### config.mk
export PLATFORM = sky130hd
export DESIGN_NAME = multi_channel_presence_qualifier_core
export DESIGN_NICKNAME = d
export VERILOG_FILES = /design/src/hdl/mcpq_pkg.sv /design/src/hdl/mcpq_lane.sv /design/src/hdl/mcpq_merge.sv /design/src/hdl/multi_channel_presence_qualifier_core.sv
export SDC_FILE = /design/constraint.sdc
export NUM_CORES = 1
export LEC_CHECK = 0
export ABC_AREA = 1
export CORE_UTILIZATION = 55
export CTS_CLUSTER_DIAMETER = 100
export CTS_CLUSTER_SIZE = 40
export DETAILED_ROUTE_END_ITERATION = 10
export DONT_BUFFER_PORTS = 1
export PLACE_DENSITY_LB_ADDON = 0.25
export SLEW_MARGIN = 30
export SYNTH_ARGS = -nofsm -noshare
export SYNTH_HDL_FRONTEND = slang
export SYNTH_SLANG_ARGS = --single-unit
export TNS_END_PERCENT = 100
### constraint.sdc
create_clock -name clk -period 4.15 [get_ports clk]
set_input_delay 0.83 -clock clk [delete_from_list [all_inputs] [get_ports clk]]
set_output_delay 0.83 -clock clk [all_outputs]
set_load 0.01 [all_outputs]
### src/hdl/mcpq_pkg.sv
package mcpq_pkg;

  localparam int CHANNELS = 4;
  localparam int SAMPLE_BITS = 4;
  localparam int CNT_W = 8;
  localparam logic [CNT_W-1:0] COUNT_MAX = 8'd255;
  localparam logic [CNT_W-1:0] CONFIRM_RESET = 8'd5;
  localparam logic [CNT_W-1:0] LOCKOUT_RESET = 8'd20;

  typedef enum logic {
    OP_TICK = 1'b0,
    OP_READ = 1'b1
  } opcode_t;

  typedef enum logic {
    REG_CONFIRM_SAMPLES = 1'b0,
    REG_LOCKOUT_TICKS   = 1'b1
  } reg_index_t;

  typedef struct packed {
    logic       opcode;
    logic [3:0] pin_samples;
    logic [1:0] channel;
  } req_t;

  typedef struct packed {
    logic [3:0] pending_flags;
    logic       read_value;
  } rsp_t;

  typedef struct packed {
    logic tick;
    logic level;
    logic clear;
  } lane_ctl_t;

  typedef struct packed {
    logic pending;
    logic pending_next;
  } lane_status_t;

endpackage

### src/hdl/mcpq_lane.sv
module mcpq_lane (
  input  logic                              clk,
  input  logic                              rst,
  input  logic [mcpq_pkg::CNT_W-1:0]        confirm_samples,
  input  logic [mcpq_pkg::CNT_W-1:0]        lockout_ticks,
  input  mcpq_pkg::lane_ctl_t               ctl,
  output mcpq_pkg::lane_status_t            status
);

  logic [mcpq_pkg::CNT_W-1:0] lockout_count, lockout_count_next;
  logic [mcpq_pkg::CNT_W-1:0] confirm_count, confirm_count_next;
  logic [mcpq_pkg::CNT_W-1:0] count_inc;
  logic                       armed, armed_next;
  logic                       pending, pending_next;

  always_comb begin
    lockout_count_next = lockout_count;
    confirm_count_next = confirm_count;
    armed_next         = armed;
    pending_next       = pending;
    count_inc = (confirm_count < mcpq_pkg::COUNT_MAX) ? confirm_count + 1'b1 : confirm_count;
    if (ctl.tick) begin
      if (lockout_count != '0) begin
        lockout_count_next = lockout_count - 1'b1;
      end else if (!ctl.level) begin
        if (count_inc >= confirm_samples && armed) begin
          pending_next       = 1'b1;
          lockout_count_next = lockout_ticks;
          confirm_count_next = '0;
          armed_next         = 1'b0;
        end else begin
          confirm_count_next = count_inc;
        end
      end else begin
        confirm_count_next = '0;
        armed_next         = 1'b1;
      end
    end
    if (ctl.clear) begin
      pending_next = 1'b0;
    end
  end

  always_ff @(posedge clk) begin
    if (rst) begin
      lockout_count <= '0;
      confirm_count <= '0;
      armed         <= 1'b1;
      pending       <= 1'b0;
    end else begin
      lockout_count <= lockout_count_next;
      confirm_count <= confirm_count_next;
      armed         <= armed_next;
      pending       <= pending_next;
    end
  end

  assign status.pending      = pending;
  assign status.pending_next = pending_next;

endmodule

### src/hdl/mcpq_merge.sv
module mcpq_merge (
  input  mcpq_pkg::req_t         req,
  input  mcpq_pkg::lane_status_t status [mcpq_pkg::CHANNELS],
  output mcpq_pkg::rsp_t         rsp
);

  logic [3:0] cur;
  logic [3:0] nxt;

  always_comb begin
    cur = '0;
    nxt = '0;
    for (int c = 0; c < mcpq_pkg::CHANNELS && c < 4; c++) begin
      cur[c] = status[c].pending;
      nxt[c] = status[c].pending_next;
    end
    rsp.pending_flags = nxt;
    rsp.read_value    = (req.opcode == mcpq_pkg::OP_READ) ? cur[req.channel] : 1'b0;
  end

endmodule

### src/hdl/multi_channel_presence_qualifier_core.sv
// Multi-channel presence qualifier: per-channel counting debouncer with lockout.
// Request channel (req_valid/req_ready/req) carries either a tick with one
// active-low sample bit per channel, or a read that returns and clears one
// channel's sticky event flag. Every request produces exactly one response
// (rsp_valid/rsp_ready/rsp) with the pending flags after the request and,
// for reads, the flag value before clearing. The response is registered.
// Throughput: one request per cycle while req_ready is high; each channel has
// its own lane of counters, so all channels update in the same cycle and a
// merge stage forms the response.
// A two-entry output (register plus skid) keeps req_ready high while one
// response waits; req_ready drops only when both entries are full, i.e. the
// receiver has stalled for two responses.
// Reset (rst, synchronous): counters zero, channels armed, flags clear,
// thresholds back to 5 confirm samples and 20 lockout ticks, output empty.
// Configuration writes (cfg_we/cfg_index/cfg_data) take effect at once; they must
// be made only while no request is in flight, which the block does not enforce.
module multi_channel_presence_qualifier_core (
  input  logic                       clk,
  input  logic                       rst,
  input  logic                       cfg_we,
  input  logic                       cfg_index,
  input  logic [mcpq_pkg::CNT_W-1:0] cfg_data,
  input  logic                       req_valid,
  output logic                       req_ready,
  input  mcpq_pkg::req_t             req,
  output logic                       rsp_valid,
  input  logic                       rsp_ready,
  output mcpq_pkg::rsp_t             rsp
);

  logic [mcpq_pkg::CNT_W-1:0] confirm_samples;
  logic [mcpq_pkg::CNT_W-1:0] lockout_ticks;
  logic                       accept;
  mcpq_pkg::lane_status_t     status [mcpq_pkg::CHANNELS];
  mcpq_pkg::rsp_t             result;
  mcpq_pkg::rsp_t             skid;
  logic                       skid_valid;

  assign req_ready = !skid_valid;
  assign accept    = req_valid && req_ready;

  always_ff @(posedge clk) begin
    if (rst) begin
      confirm_samples <= mcpq_pkg::CONFIRM_RESET;
      lockout_ticks   <= mcpq_pkg::LOCKOUT_RESET;
    end else if (cfg_we) begin
      case (cfg_index)
        mcpq_pkg::REG_CONFIRM_SAMPLES: confirm_samples <= cfg_data;
        mcpq_pkg::REG_LOCKOUT_TICKS:   lockout_ticks   <= cfg_data;
        default: ;
      endcase
    end
  end

  for (genvar c = 0; c < mcpq_pkg::CHANNELS; c++) begin : g_lane
    mcpq_pkg::lane_ctl_t ctl;
    always_comb begin
      ctl.tick  = accept && (req.opcode == mcpq_pkg::OP_TICK);
      ctl.level = (c < mcpq_pkg::SAMPLE_BITS) ? req.pin_samples[c % mcpq_pkg::SAMPLE_BITS]
                                               : 1'b0;
      ctl.clear = accept && (req.opcode == mcpq_pkg::OP_READ) && (32'(req.channel) == c);
    end
    mcpq_lane u_lane (
      .clk             (clk),
      .rst             (rst),
      .confirm_samples (confirm_samples),
      .lockout_ticks   (lockout_ticks),
      .ctl             (ctl),
      .status          (status[c])
    );
  end

  mcpq_merge u_merge (
    .req    (req),
    .status (status),
    .rsp    (result)
  );

  // Output register with skid entry
  always_ff @(posedge clk) begin
    if (rst) begin
      rsp_valid  <= 1'b0;
      skid_valid <= 1'b0;
    end else if (!rsp_valid || rsp_ready) begin
      rsp_valid  <= skid_valid || accept;
      skid_valid <= 1'b0;
    end else if (accept) begin
      skid_valid <= 1'b1;
    end
  end

  always_ff @(posedge clk) begin
    if (!rsp_valid || rsp_ready) begin
      rsp <= skid_valid ? skid : result;
    end else if (accept) begin
      skid <= result;
    end
  end

endmodule

# After elaboration in Yosys (flattened, before gate mapping)
# Cells that the tools add are included.
# W data, S select, Z words.
# op_classes
addsub	8
order_cmp	9
n_eq_ne	7
mux	56
bitwise	7
reduce_logical	44
# op_table
operator	count
$mux W8	24
$add A8 B1 Y8 const B	4
$ge A8 B8 Y1	4
$lt A8 B8 Y1 const B	4
$reduce_bool A8 Y1	4
$sub A8 B1 Y8 const B	4
$mux W1	30
$reduce_and A3 Y1	8
$reduce_bool A2 Y1	8
$reduce_and A2 Y1	7
$logic_and A1 B1 Y1	11
$ne A2 B1 Y1 const B	4
$not A1 Y1	7
$mux W5	1
$eq A2 B2 Y1 const B	2
$lt A2 B3 Y1 const B	1
$bmux W1 S2	1
$eq A2 B1 Y1 const B	1
$logic_not A1 Y1	2
$logic_not A2 Y1	1
$logic_or A1 B1 Y1	2
$reduce_or A2 Y1	1
# totals
ff_bits	100
input_bits	21
out_inout_bits	7
elab_cells	155

# Longest topological paths before layout
# Gate-level depths: netlist (run 1).
# depth
word_depth	10
mapped_depth	23

# Hierarchy
# From an unflattened synthesis (run 1), not the netlist that was laid out.
# unflattened
cells_unflattened	1054
area_unflattened_um2	7071.8
# by_module_without_submodules
mod	instances	cells_each	area_each_um2	seq_area_each_um2
mcpq_lane	4	227	1472.7	360.3
multi_channel_presence_qualifier_core	1	128	1094.8	660.6
mcpq_merge	1	18	86.3	0.0

# Least setup slack after synthesis (run 1)
# OpenSTA, ideal clock, no wires.
# synth_timing
kind	register to register
startpoint	register g_lane[2].u_lane.confirm_count[0] (netlist bit)
endpoint	register g_lane[2].u_lane.lockout_count[5] (netlist bit)
setup_time_ps	115
arrival_time_ps	2470
required_time_ps	4035
setup_slack_ps	1565
stages_incl_launch_ff	18
synth_period_minus_slack_ps	2585
path_cell_list	dfxtp_1 -> ha_1 -> nand2_2 -> nor3_4 -> nand3_2 -> nand2_1 -> xor2_1 -> inv_1 -> ha_1 -> a21oi_1 -> o21a_1 -> nand2_1 -> nand3_1 -> nand2_1 -> buf_2 -> nand3_1 -> nand2_1 -> nor2_1
# synth_via
elab_chain_len	6
word_cells_on_any_way	7
cone_classes	add/sub (1); order compare (2); mux (1); reduce/logical (3)
# synth_lines
element	line_no	rtl
start, declared	mcpq_lane.sv:11	logic [mcpq_pkg::CNT_W-1:0] confirm_count, confirm_count_next;
start signal, assigned	mcpq_lane.sv:52	confirm_count <= confirm_count_next;
$add A8 B1 Y8 / $lt A8 B8 Y1 (equally long branches)	mcpq_lane.sv:21	count_inc = (confirm_count < mcpq_pkg::COUNT_MAX) ? confirm_count + 1'b1 : confirm_count;
$mux W8 *	mcpq_lane.sv:21	
$ge A8 B8 Y1 *	mcpq_lane.sv:26	if (count_inc >= confirm_samples && armed) begin
$logic_and A1 B1 Y1 *	mcpq_lane.sv:26	
$reduce_bool A2 Y1 (no source line) *	--	
$reduce_and A3 Y1 (no source line) *	--	
end signal, assigned	mcpq_lane.sv:51	lockout_count <= lockout_count_next;
end, declared	mcpq_lane.sv:10	logic [mcpq_pkg::CNT_W-1:0] lockout_count, lockout_count_next;
# Mark *: on every way between the ends. The rest lies on a longest branch, timed or not.
# A chain may end at the register's enable or synchronous reset.

# Final worst setup path (run 1)
# layout_timing
startpoint	register g_lane[2].u_lane.confirm_count[0] (netlist bit)
endpoint	register g_lane[2].u_lane.lockout_count[1] (netlist bit)
# The elaborated chain is that of the path after synthesis.

==> key figures, run 1 <==
Die
  • Core box area: 11520 um^2
  • FP Rows: 39
  • Die ar.: 12370 um^2
  • # IOs: 28
  • Die H: 111.2 um
  • DIE WIDTH: 111.2 um
  • Initial Utilization: 56.96%

STA
  • Hold WS: 0.4820 ns
  • Worst clock skew: 0.005431 ns
  • Endpoints failing setup: 0
  • Hold Violations, Final: 0
  • Slew HR: 57.42%
  • Setup TNS: 0 ns
  • Slack of the critical path: 1.198 ns
  • Fin crit period: 2.952 ns
  • Fin crit share: 71.13%
  • Max-slew violations: 0
  • Achievable frequency: 338.8 MHz
  • Unrepaired setup endpoints after global routing: false
  • Worst-margin pin slew: 0.6387 ns

Clock tree
  • CTS Sinks: 100
  • Postcts setup bufs: 0
  • Clock transition at path regs: 0.07 ns
  • Worst-skew pair later-pin latency: 0.35 ns
  • Cts repair resizes: 0
  • H-tree level count: 3
  • Post-CTS Hold Fix Bufs: 0
  • Root Buffer: clkbuf_16
  • Num CTS Buffers: 9
  • CTS tree: yes
  • Worst-case clock buffer depth: 2

Layout
  • Register area: 2102 um^2
  • Area of the multi-input gates: 3806 um^2
  • Proportion of layout cells with a drive suffix above 1: 6.597%
  • Finished Core Util: 59.81%
  • Layout Cell Area excl Fill: 6888 um^2
  • Filler Cell Count: 1088
  • Post-layout net count: 1015
  • Ant diodes: 0
  • Area added between synthesis and finish: 4.997%

Power and ir drop
  • VDD IR max: 0.2469 mV
  • PD cells: 472.2 nW/um^2
  • Leakage power: 3.247 nW

Worst setup path
  • RR Startpoint: g_lane[2].u_lane.confirm_count[0]
  • Worst path cell trace: ha_1 > nand2_2 > nor3_4 > nand3_2 > nand2_1 > xor2_1 > inv_1 > ha_1 > a21oi_1 > o21a_1 > nand2_1 > nand3_1 > nand2_1 > nand3_1 > nand2_1 > nor2_1
  • Worst path buffer plus inverter count: 1
  • Worst path arrival time: 3.20 ns
  • Flop2flop setup slack: 1.20 ns
  • FF-to-FF End: g_lane[2].u_lane.lockout_count[1]
  • CP top delay family: simple AND/OR/NAND/NOR gates
  • Max incr delay on CP: 0.39 ns
  • CP endpoint kind: register
  • CP startpoint kind: register
  • Cell mode on critical path: nand2_1
  • Worst-path fanout max: 16
  • Worst Reg2Reg Path Length in Cells: 16
  • Slowest cell on crit path: nand2_1
  • Req. time, crit path: 4.40 ns
  • WS Path Type: register to register

Route
  • Avg Vias per Cell: 5.187
  • WL/cell: 12.52 um
  • DRT iter0 DRCs: 429
  • DRC: 0
  • 1st-pass router iterations: 5
  • Final ANT Viol Nets: 0
  • Post-Route WL: 13750 um
  • Vias: 5695

Worst hold path
  • Hold EP: g_lane[3].u_lane.confirm_count[5]
  • Hold Startpoint: g_lane[3].u_lane.confirm_count[5]
  • Class of the worst hold path: register to register
  • Hold path depth: 2

Synthesis
  • Seq/Total Area, Yosys: 32.04%
  • Cell area after synthesis: 6560 um^2
  • Number of library cell types mapped by synthesis: 41
  • YS warnings: 0
  • Synth top area cells: dfxtp_1, nand2_1, ha_1
  • Synthesized area per cell: 6.791 um^2
  • #FFs+latches synth: 100
  • Ys flop type: dfxtp_1
  • Synth async-reset ratio: 0%
  • Synthesized Nets: 1031
  • Commonest cells in the synthesized netlist: nand2_1, inv_1, nor2_1, nand3_1, a21oi_1
  • Most common cell in the netlist: nand2_1
  • Biggest area consumer among synthesized cells: dfxtp_1
  • EDFF count, synth: 10
  • Syn Inst Count: 966
  • Top-area cell type share of the netlist area: 27.47%

Outcome
  • Status: finished, final reports clean

Place
  • Dpl ws: 1.227 ns
  • Post-DP HPWL: 10030 um
  • Placed cell area: 6590 um^2
  • I/O Buffers: 0
  • Gpl congestion: 0.8843

Global routing
  • Remaining Overflow, GRT: 0
  • Total Routing Usage GR: 23.73%
  • Initial antenna violation count: 0
  • Vias in the first global route: 5151
  • Largest net degree at the start of global routing: 65
  • First-pass GRT wire length: 24010 um

Job
  • Max cap viols: 0
-- layout by cell type, fill, tap and decap left out, drive strengths merged --
cell type	synthesis	routed
inv	124	126
a211oi	1	1
o21ai	51	51
nor2	123	123
a31oi	1	1
clkinv	2	3
nor3	5	5
a22o	1	1
a21oi	104	104
ha	44	44
buf	20	2
nand3	106	106
xor2	24	24
dfxtp	90	90
o211ai	3	3
edfxtp	10	10
o21a	4	4
nor4	1	1
clkinvlp	0	1
clkbuf	9	12
xnor2	5	5
o21bai	1	1
and2	1	1
nand4	8	8
nand2	228	228
-- worst min-delay path, delay by kind of cell (launching register included) --
family | cells | cell delay, ns
flip-flops | 1 | 0.33
AND/OR/NAND/NOR | 1 | 0.06
AO/OA/AOI/OAI | 1 | 0.05
-- state kept, by name (all words and copies together) (netlist names) --
register                     cells
confirm_samples                  8
g_lane.u_lane.armed              4
g_lane.u_lane.confirm_count     32
g_lane.u_lane.lockout_count     32
g_lane.u_lane.pending            4
lockout_ticks                    8
rsp                              5
rsp_valid                        1
skid                             5
skid_valid                       1
-- cell families after synthesis --
| family | after synthesis | synth area share [%] |
|---|---|---|
| AOI/OAI and AO/OA | 166 | 13.48 |
| xor gates and xnor gates | 29 | 3.872 |
| adders and majority gates | 44 | 8.392 |
| buffers and inverters | 155 | 9.937 |
| DFF | 100 | 32.04 |
| and+or+nand+nor | 472 | 32.27 |
-- how the worst max path moves through the flow --
stage                                            from                                end  slack [ns]  depth (start not counted)
floorplan           g_lane[2].u_lane.confirm_count[0]  g_lane[2].u_lane.lockout_count[5]        1.57                         17
global placement    g_lane[2].u_lane.confirm_count[0]  g_lane[2].u_lane.lockout_count[1]        1.30                         16
detailed placement  g_lane[2].u_lane.confirm_count[0]  g_lane[2].u_lane.lockout_count[0]        1.23                         16
CTS                 g_lane[2].u_lane.confirm_count[0]  g_lane[2].u_lane.lockout_count[0]        1.20                         16
global route        g_lane[0].u_lane.confirm_count[0]  g_lane[0].u_lane.lockout_count[2]        0.90                         20
finish              g_lane[2].u_lane.confirm_count[0]  g_lane[2].u_lane.lockout_count[1]        1.20                         16
-- through the flow --
step | power (mW) | std cells
floorplan | 2.260 | 966
global placement | 2.418 | 1082
detailed placement | 2.427 | 1082
CTS | 3.266 | 1098
global route | 3.515 | 1098
finish | 3.252 | 1098
-- area by class of cell --
| cell class | count | share of cell area, % |
|---|---|---|
| inverter | 126 | 7.084 |
| tap | 143 | 2.598 |
| sequential | 100 | 30.52 |
| multi-input combinational | 711 | 55.26 |
| timing repair buffer | 2 | 0.2180 |
| clock buffer | 12 | 3.887 |
| clock inverter | 4 | 0.4360 |
-- layer usage --
metal	share of wire (%)	global-route usage, %	vias to the layer above
li1	-	-	3101
met3	3.2	5.358	17
met5	0	0	-
met2	45	38.88	81
met1	50	31.59	2496
met4	1.4	5.676	0
-- power breakdown --
part / total (mW) / switching, mW / internal [mW]
clock network: 0.833 / 0.371 / 0.462
logic: 1.26 / 0.829 / 0.429
registers: 1.16 / 0.0914 / 1.07
total: 3.25 / 1.29 / 1.96
(Power assumes the default switching activity.)
==> run 2: changes to the inputs <==
- clock period: 4.15 -> 2.82 ns (I/O delays scaled with it)
==> run 2 against run 1 <==
  * Count of clock-buffer cells in the layout is 1 lower
  * Sequential cell count stayed put
  * Worst hold slack worse by 0.20 ns
  * Cell area is 3.8% higher
  * Core utilization is 2.3 points higher
  * Critical path type unchanged
==> key figures, run 2 (synthesized netlist as in run 1, its figures left out) <==
Place
  • Dpl ws: 0.02366 ns (-1.203 ns)
  • Placed cell area: 6648 um^2 (+0.87%)
  • Post-DP HPWL: 10340 um (+3.1%)
  • Gpl congestion: 0.8749 (-1.1%)
  • I/O Buffers: 0 (unchanged)

Layout
  • Layout Cell Area excl Fill: 7148 um^2 (+3.8%)
  • Most frequent cells in the layout: nand2_1, inv_1, nor2_1, nand3_1, a21oi_1
  • Register area: 2106 um^2 (+0.18%)
  • Post-layout net count: 1027 (+1.2%)
  • Commonest non-fill, non-tap cell in the layout: nand2_1
  • Filler Cell Count: 1079 (-0.83%)
  • Area added between synthesis and finish: 8.964%
  • Biggest regs: g_lane.u_lane.confirm_count: 32 flops, g_lane.u_lane.lockout_count: 32 flops
  • Proportion of layout cells with a drive suffix above 1: 9.637% (+3.0 points)
  • Area of the multi-input gates: 4010 um^2 (+5.4%)

Power and ir drop
  • Switch share: 39.84% (+0.15 points)
  • Cell Int Power: 2.990 mW (+52%)
  • Seq pwr share: 34.5% (-1.2 points)
  • VDD IR max: 0.3333 mV (+35%)
  • Sw power: 1.980 mW (+53%)
  • Logic pwr share: 40.9% (+2.2 points)
  • Leakage power: 3.340 nW (+2.9%)
  • Clock power frac: 24.6% (-1.0 points)
  • PD cells: 695.3 nW/um^2 (+47%)

Worst setup path
  • Cell mode on critical path: nand2_1
  • Worst Reg2Reg Path Length in Cells: 17 (+1)
  • FF-to-FF End: g_lane[2].u_lane.lockout_count[4]
  • Max incr delay on CP: 0.36 ns (-0.03 ns)
  • Slowest cell on crit path: dfxtp_1
  • Worst path cell trace: ha_2 > nand2_2 > nor3_4 > nand3_4 > nand2_1 > xor2_1 > inv_1 > ha_1 > a21oi_1 > o21a_1 > nand2_1 > nand3_2 > nand2_2 > buf_12 > nand3_1 > nand2_1 > nor2_1
  • Flop2flop setup slack: 0.23 ns (-0.97 ns)
  • CP startpoint kind: register
  • RR Startpoint: g_lane[2].u_lane.confirm_count[1]
  • Critical Path Start: g_lane[2].u_lane.confirm_count[1]
  • CP endpoint kind: register
  • Req. time, crit path: 3.06 ns (-1.34 ns)
  • Worst path arrival time: 2.83 ns (-0.37 ns)
  • Worst-path fanout max: 16 (unchanged)
  • WS Path Type: register to register

Route
  • DRC: 0 (unchanged)
  • Final ANT Viol Nets: 0 (unchanged)
  • Met3 Wirelength: 555 um (+26%)
  • Met1 WL: 7069 um (+2.9%)
  • WL/cell: 13.42 um (+7.2%)
  • Post-Route WL: 14880 um (+8.2%)
  • DRT iter0 DRCs: 356 (-17%)
  • Vias: 5874 (+3.1%)
  • 1st-pass router iterations: 5 (unchanged)
  • Avg Vias per Cell: 5.297 (+2.1%)
  • Met2 wire length: 6947 um (+11%)
  • DR top layer: met4

STA
  • Hold Violations, Final: 0 (unchanged)
  • Achievable frequency: 385.8 MHz (+14%)
  • Endpoints failing setup: 0 (unchanged)
  • Max-slew violations: 0 (unchanged)
  • Fin crit period: 2.592 ns (-0.3597 ns)
  • Fin crit share: 91.92% (+21 points)
  • Worst-margin pin slew: 0.6859 ns (+0.04726 ns)
  • Worst clock skew: 0.006461 ns (+0.001030 ns)
  • Slew HR: 54.22% (-3.2 points)
  • Slack of the critical path: 0.2280 ns (-0.9703 ns)

Worst hold path
  • Hold Startpoint: rst
  • Hold EP: g_lane[0].u_lane.confirm_count[2]
  • Class of the worst hold path: input pin to register
  • Hold path depth: 1 (-1)

Clock tree
  • Post-CTS Hold Fix Bufs: 0 (unchanged)
  • Clock transition at path regs: 0.07 ns (about the same)
  • CTS tree: yes
  • CTS Sinks: 100 (unchanged)
  • Root Buffer: clkbuf_16
  • Num CTS Buffers: 9 (unchanged)
  • Worst-skew pair later-pin latency: 0.35 ns (about the same)
  • Worst-case clock buffer depth: 2 (unchanged)
  • H-tree level count: 3 (unchanged)

Die
  • Die ar.: 12370 um^2 (unchanged)
  • Initial Utilization: 56.96% (unchanged)
  • Die H: 111.2 um (unchanged)
  • Core box area: 11520 um^2 (unchanged)
  • # IOs: 28 (unchanged)
  • DIE WIDTH: 111.2 um (unchanged)
  • FP Rows: 39 (unchanged)

Outcome
  • Status: finished, final reports clean

Global routing
  • Largest net degree at the start of global routing: 65 (unchanged)
  • Remaining Overflow, GRT: 0 (unchanged)
  • Vias in the first global route: 5367 (+4.2%)
  • Initial antenna violation count: 1 (+1)
  • Total Routing Usage GR: 24.62% (+0.89 points)
  • First-pass GRT wire length: 24880 um (+3.6%)

Job
  • Max cap viols: 0 (unchanged)
## run 2: cell types whose count changed in the layout (fill, tap and decap cells not counted), moves of 2 or more
cell	change
nand2_1	-8
buf_4	+6
nand2_4	+6
nand2_2	+4
nand3_1	-4
nand3_4	+4
dfxtp_1	-3
dfxtp_2	+3
a21oi_1	-2
a21oi_2	+2
a21oi_4	+2
nor2_4	+2
## run 2: metal layers
metal	GRT usage, %	vias to the layer above
li1	-	3126
met1	31.53	2618
met2	41.13	106
met3	4.538	24
met4	9.189	0
met5	0	-
## run 2: layout make-up
cell class                 count  area share, %
sequential                   100          29.46
antenna                        1        0.03501
clock buffer                  11          3.396
inverter                     126          6.827
tap                          143          2.503
multi-input combinational    716          56.10
timing repair buffer           9          1.120
clock inverter                 3         0.5601
## run 2: worst max path at each step
| stage | end | cells after the start |
|---|---|---|
| 2_1_floorplan | g_lane[2].u_lane.lockout_count[5] | 17 |
| 3_3_place_gp | g_lane[0].u_lane.lockout_count[0] | 20 |
| 3_5_place_dp | g_lane[0].u_lane.lockout_count[0] | 20 |
| 4_1_cts | g_lane[0].u_lane.lockout_count[2] | 18 |
| 5_1_grt | skid[4] | 18 |
| 6_report | g_lane[2].u_lane.lockout_count[4] | 17 |
## run 2: critical path, delay by kind of cell (launching register included)
kind	cells	cell delay, ns
AOI/OAI and AO/OA	2	0.22
adders and majority gates	2	0.50
DFF	1	0.36
and+or+nand+nor	10	1.01
xor gates and xnor gates	1	0.19
buffers and inverters	2	0.20
## run 2: per-stage QoR
stage	utilization [%]	setup TNS [ns]	instances	hold slack [ns]	total power [mW]
floorplan	-	0	966	0.4516	3.326
global placement	57.72	0	1088	0.4645	3.607
detailed placement	57.72	0	1088	0.4690	3.630
CTS	60.18	0	1102	0.2656	4.869
global route	62.07	-0.007160	1109	0.2710	5.363
finish	62.07	0	1109	0.2777	4.970
## run 2: timing repair
action                                  in CTS  in global routing
buffers inserted                             0                  1
gates resized for setup                      0                 38
endpoints found under the setup margin       0                 71
## run 2: power groups by stage
| stage | clock network, mW | registers (mW) | logic (mW) |
|---|---|---|---|
| global route | 1.31 | 1.73 | 2.32 |
| CTS | 1.25 | 1.70 | 1.91 |
| detailed placement | 0 | 1.73 | 1.90 |
| finish | 1.22 | 1.71 | 2.04 |
| global placement | 0 | 1.74 | 1.87 |
| floorplan | 0 | 1.70 | 1.62 |
==> run 3: changes to the inputs <==
- CORE_UTILIZATION: 55 -> 33
==> run 3 against run 2 <==
  * Setup slack got worse by 0.0082 ns
  * Wire length up 6.8%
  * Register-to-register slack is essentially flat
  * Final cell count grew 11%
==> key figures, run 3 (synthesized netlist as in run 1, its figures left out) <==
Clock tree
  • CTS tree: yes
  • CTS Sinks: 100 (unchanged)
  • Root Buffer: clkbuf_16
  • Num CTS Buffers: 9 (unchanged)
  • Worst-skew pair later-pin latency: 0.36 ns (about the same)
  • Worst-case clock buffer depth: 2 (unchanged)
  • Clock transition at path regs: 0.07 ns (about the same)
  • H-tree level count: 3 (unchanged)

Layout
  • Layout Cell Area excl Fill: 7289 um^2 (+2.0%)
  • Commonest non-fill, non-tap cell in the layout: nand2_1
  • Filler Cell Count: 2085 (+93%)
  • Final Non-Filler Cells: 1236 (+11%)
  • Proportion of layout cells with a drive suffix above 1: 9.990% (+0.35 points)
  • Finished Core Util: 37.45% (-25 points)
  • Ant diodes: 0 (-1)
  • Area added between synthesis and finish: 11.12%
  • Biggest regs: g_lane.u_lane.confirm_count: 32 flops, g_lane.u_lane.lockout_count: 32 flops
  • Most frequent cells in the layout: nand2_1, inv_1, nor2_1, nand3_1, a21oi_1
  • Post-layout net count: 1031 (+0.39%)

Die
  • DIE WIDTH: 143.0 um (+29%)
  • Initial Utilization: 33.71% (-23 points)
  • Die H: 143.0 um (+29%)
  • Core box area: 19460 um^2 (+69%)
  • # IOs: 28 (unchanged)
  • FP Rows: 51 (+31%)
  • Die ar.: 20450 um^2 (+65%)

Route
  • WL/cell: 12.86 um (-4.2%)
  • Final ANT Viol Nets: 0 (unchanged)
  • DRC: 0 (unchanged)
  • Post-Route WL: 15890 um (+6.8%)
  • DRT iter0 DRCs: 283 (-21%)
  • Vias: 5763 (-1.9%)
  • Avg Vias per Cell: 4.663 (-12%)
  • 1st-pass router iterations: 4 (-1)

Place
  • Dpl ws: 0.04625 ns (+0.02259 ns)
  • # placed instances: 1216 (+12%)
  • Gpl congestion: 0.8069 (-7.8%)
  • I/O Buffers: 0 (unchanged)
  • Placed cell area: 6845 um^2 (+3.0%)
  • Post-DP HPWL: 11370 um (+10%)

Global routing
  • First-pass GRT wire length: 26510 um (+6.5%)
  • Initial antenna violation count: 0 (-1)
  • Total Routing Usage GR: 16.50% (-8.1 points)
  • Largest net degree at the start of global routing: 65 (unchanged)
  • Remaining Overflow, GRT: 0 (unchanged)
  • Vias in the first global route: 5351 (-0.30%)

STA
  • Fin crit period: 2.600 ns (+0.008188 ns)
  • Fin crit share: 92.21% (+0.29 points)
  • Endpoints failing setup: 0 (unchanged)
  • Max-slew violations: 0 (unchanged)
  • Slack of the critical path: 0.2198 ns (-0.008188 ns)
  • Worst-margin pin slew: 0.6767 ns (-0.009194 ns)
  • Achievable frequency: 384.6 MHz (-0.31%)
  • Hold Violations, Final: 0 (unchanged)
  • Slew HR: 54.88% (+0.66 points)
  • Hold WS: 0.2708 ns (-0.006915 ns)
  • Setup TNS: 0 ns (unchanged)
  • Worst clock skew: 0.008178 ns (+0.001717 ns)

Worst setup path
  • CP endpoint kind: register
  • Worst path cell trace: ha_1 > nand2_1 > nor2_1 > nand4_2 > nand2_1 > xor2_1 > ha_1 > a21oi_1 > o21a_1 > nand2_2 > nand2_2 > buf_4 > nand3_1 > a21oi_1
  • CP startpoint kind: register
  • Max incr delay on CP: 0.39 ns (+0.03 ns)
  • Req. time, crit path: 3.10 ns (+0.04 ns)
  • CP top delay family: simple AND/OR/NAND/NOR gates
  • WS Path Type: register to register
  • FF-to-FF End: g_lane[1].u_lane.confirm_count[6]
  • Worst path buffer plus inverter count: 1 (-1)
  • Worst-path fanout max: 8 (-8)
  • Worst path arrival time: 2.88 ns (+0.05 ns)
  • Worst Reg2Reg Path Length in Cells: 14 (-3)
  • Flop2flop setup slack: 0.22 ns (about the same)
  • Slowest cell on crit path: dfxtp_1
  • RR Startpoint: g_lane[1].u_lane.confirm_count[0]

Worst hold path
  • Hold EP: g_lane[3].u_lane.confirm_count[6]
  • Class of the worst hold path: input pin to register
  • Hold path depth: 1 (unchanged)
  • Hold Startpoint: rst

Outcome
  • Status: finished, final reports clean

Power and ir drop
  • Leakage power: 3.361 nW (+0.64%)
  • Design Power: 5.063 mW (+1.9%)
  • VDD IR max: 0.3037 mV (-8.9%)
  • PD cells: 694.5 nW/um^2 (-0.11%)

Job
  • Max cap viols: 0 (unchanged)
run 3: worst max-delay path by stage:
stage	cells after the start	end	startpoint	slack [ns]
after global routing	20	g_lane[0].u_lane.lockout_count[1]	g_lane[0].u_lane.confirm_count[1]	-0.02
final	14	g_lane[1].u_lane.confirm_count[6]	g_lane[1].u_lane.confirm_count[0]	0.22
after global placement	18	g_lane[1].u_lane.lockout_count[4]	g_lane[1].u_lane.confirm_count[0]	0.08
after detailed placement	17	g_lane[2].u_lane.lockout_count[2]	g_lane[2].u_lane.confirm_count[0]	0.05
after CTS	17	g_lane[2].u_lane.lockout_count[2]	g_lane[2].u_lane.confirm_count[0]	0.05
after floorplan	17	g_lane[2].u_lane.lockout_count[5]	g_lane[2].u_lane.confirm_count[0]	0.24
run 3: per-layer routing:
layer  vias to the layer above  wire length (um)  global-route usage [%]
met2                        56              7314                   27.27
met5                         -                 0                       0
met3                        17               328                   2.817
met1                      2560              7981                   21.87
met4                         0               265                   4.810
li1                       3130                 -                       -
run 3: final cells by class:
class	count	area [um^2]	area share, %
inverters	126	488.0	6.694
clock buffers	11	275.3	3.776
multi-input cells	713	3920	53.78
clock inverters	5	36.28	0.4978
repair buffers	16	132.6	1.819
well taps	265	331.6	4.549
flip-flops and latches	100	2106	28.89
run 3: power by group:
group | switching [mW] | total [mW] | internal, mW
Clock | 0.600 | 1.31 | 0.714
Combinational | 1.31 | 2.04 | 0.724
Sequential | 0.137 | 1.71 | 1.57
run 3: timing repair:
action,in CTS,in global routing
endpoints found under the setup margin,0,63
resized for setup,0,28
hold buffers,0,0
buffers inserted,0,2
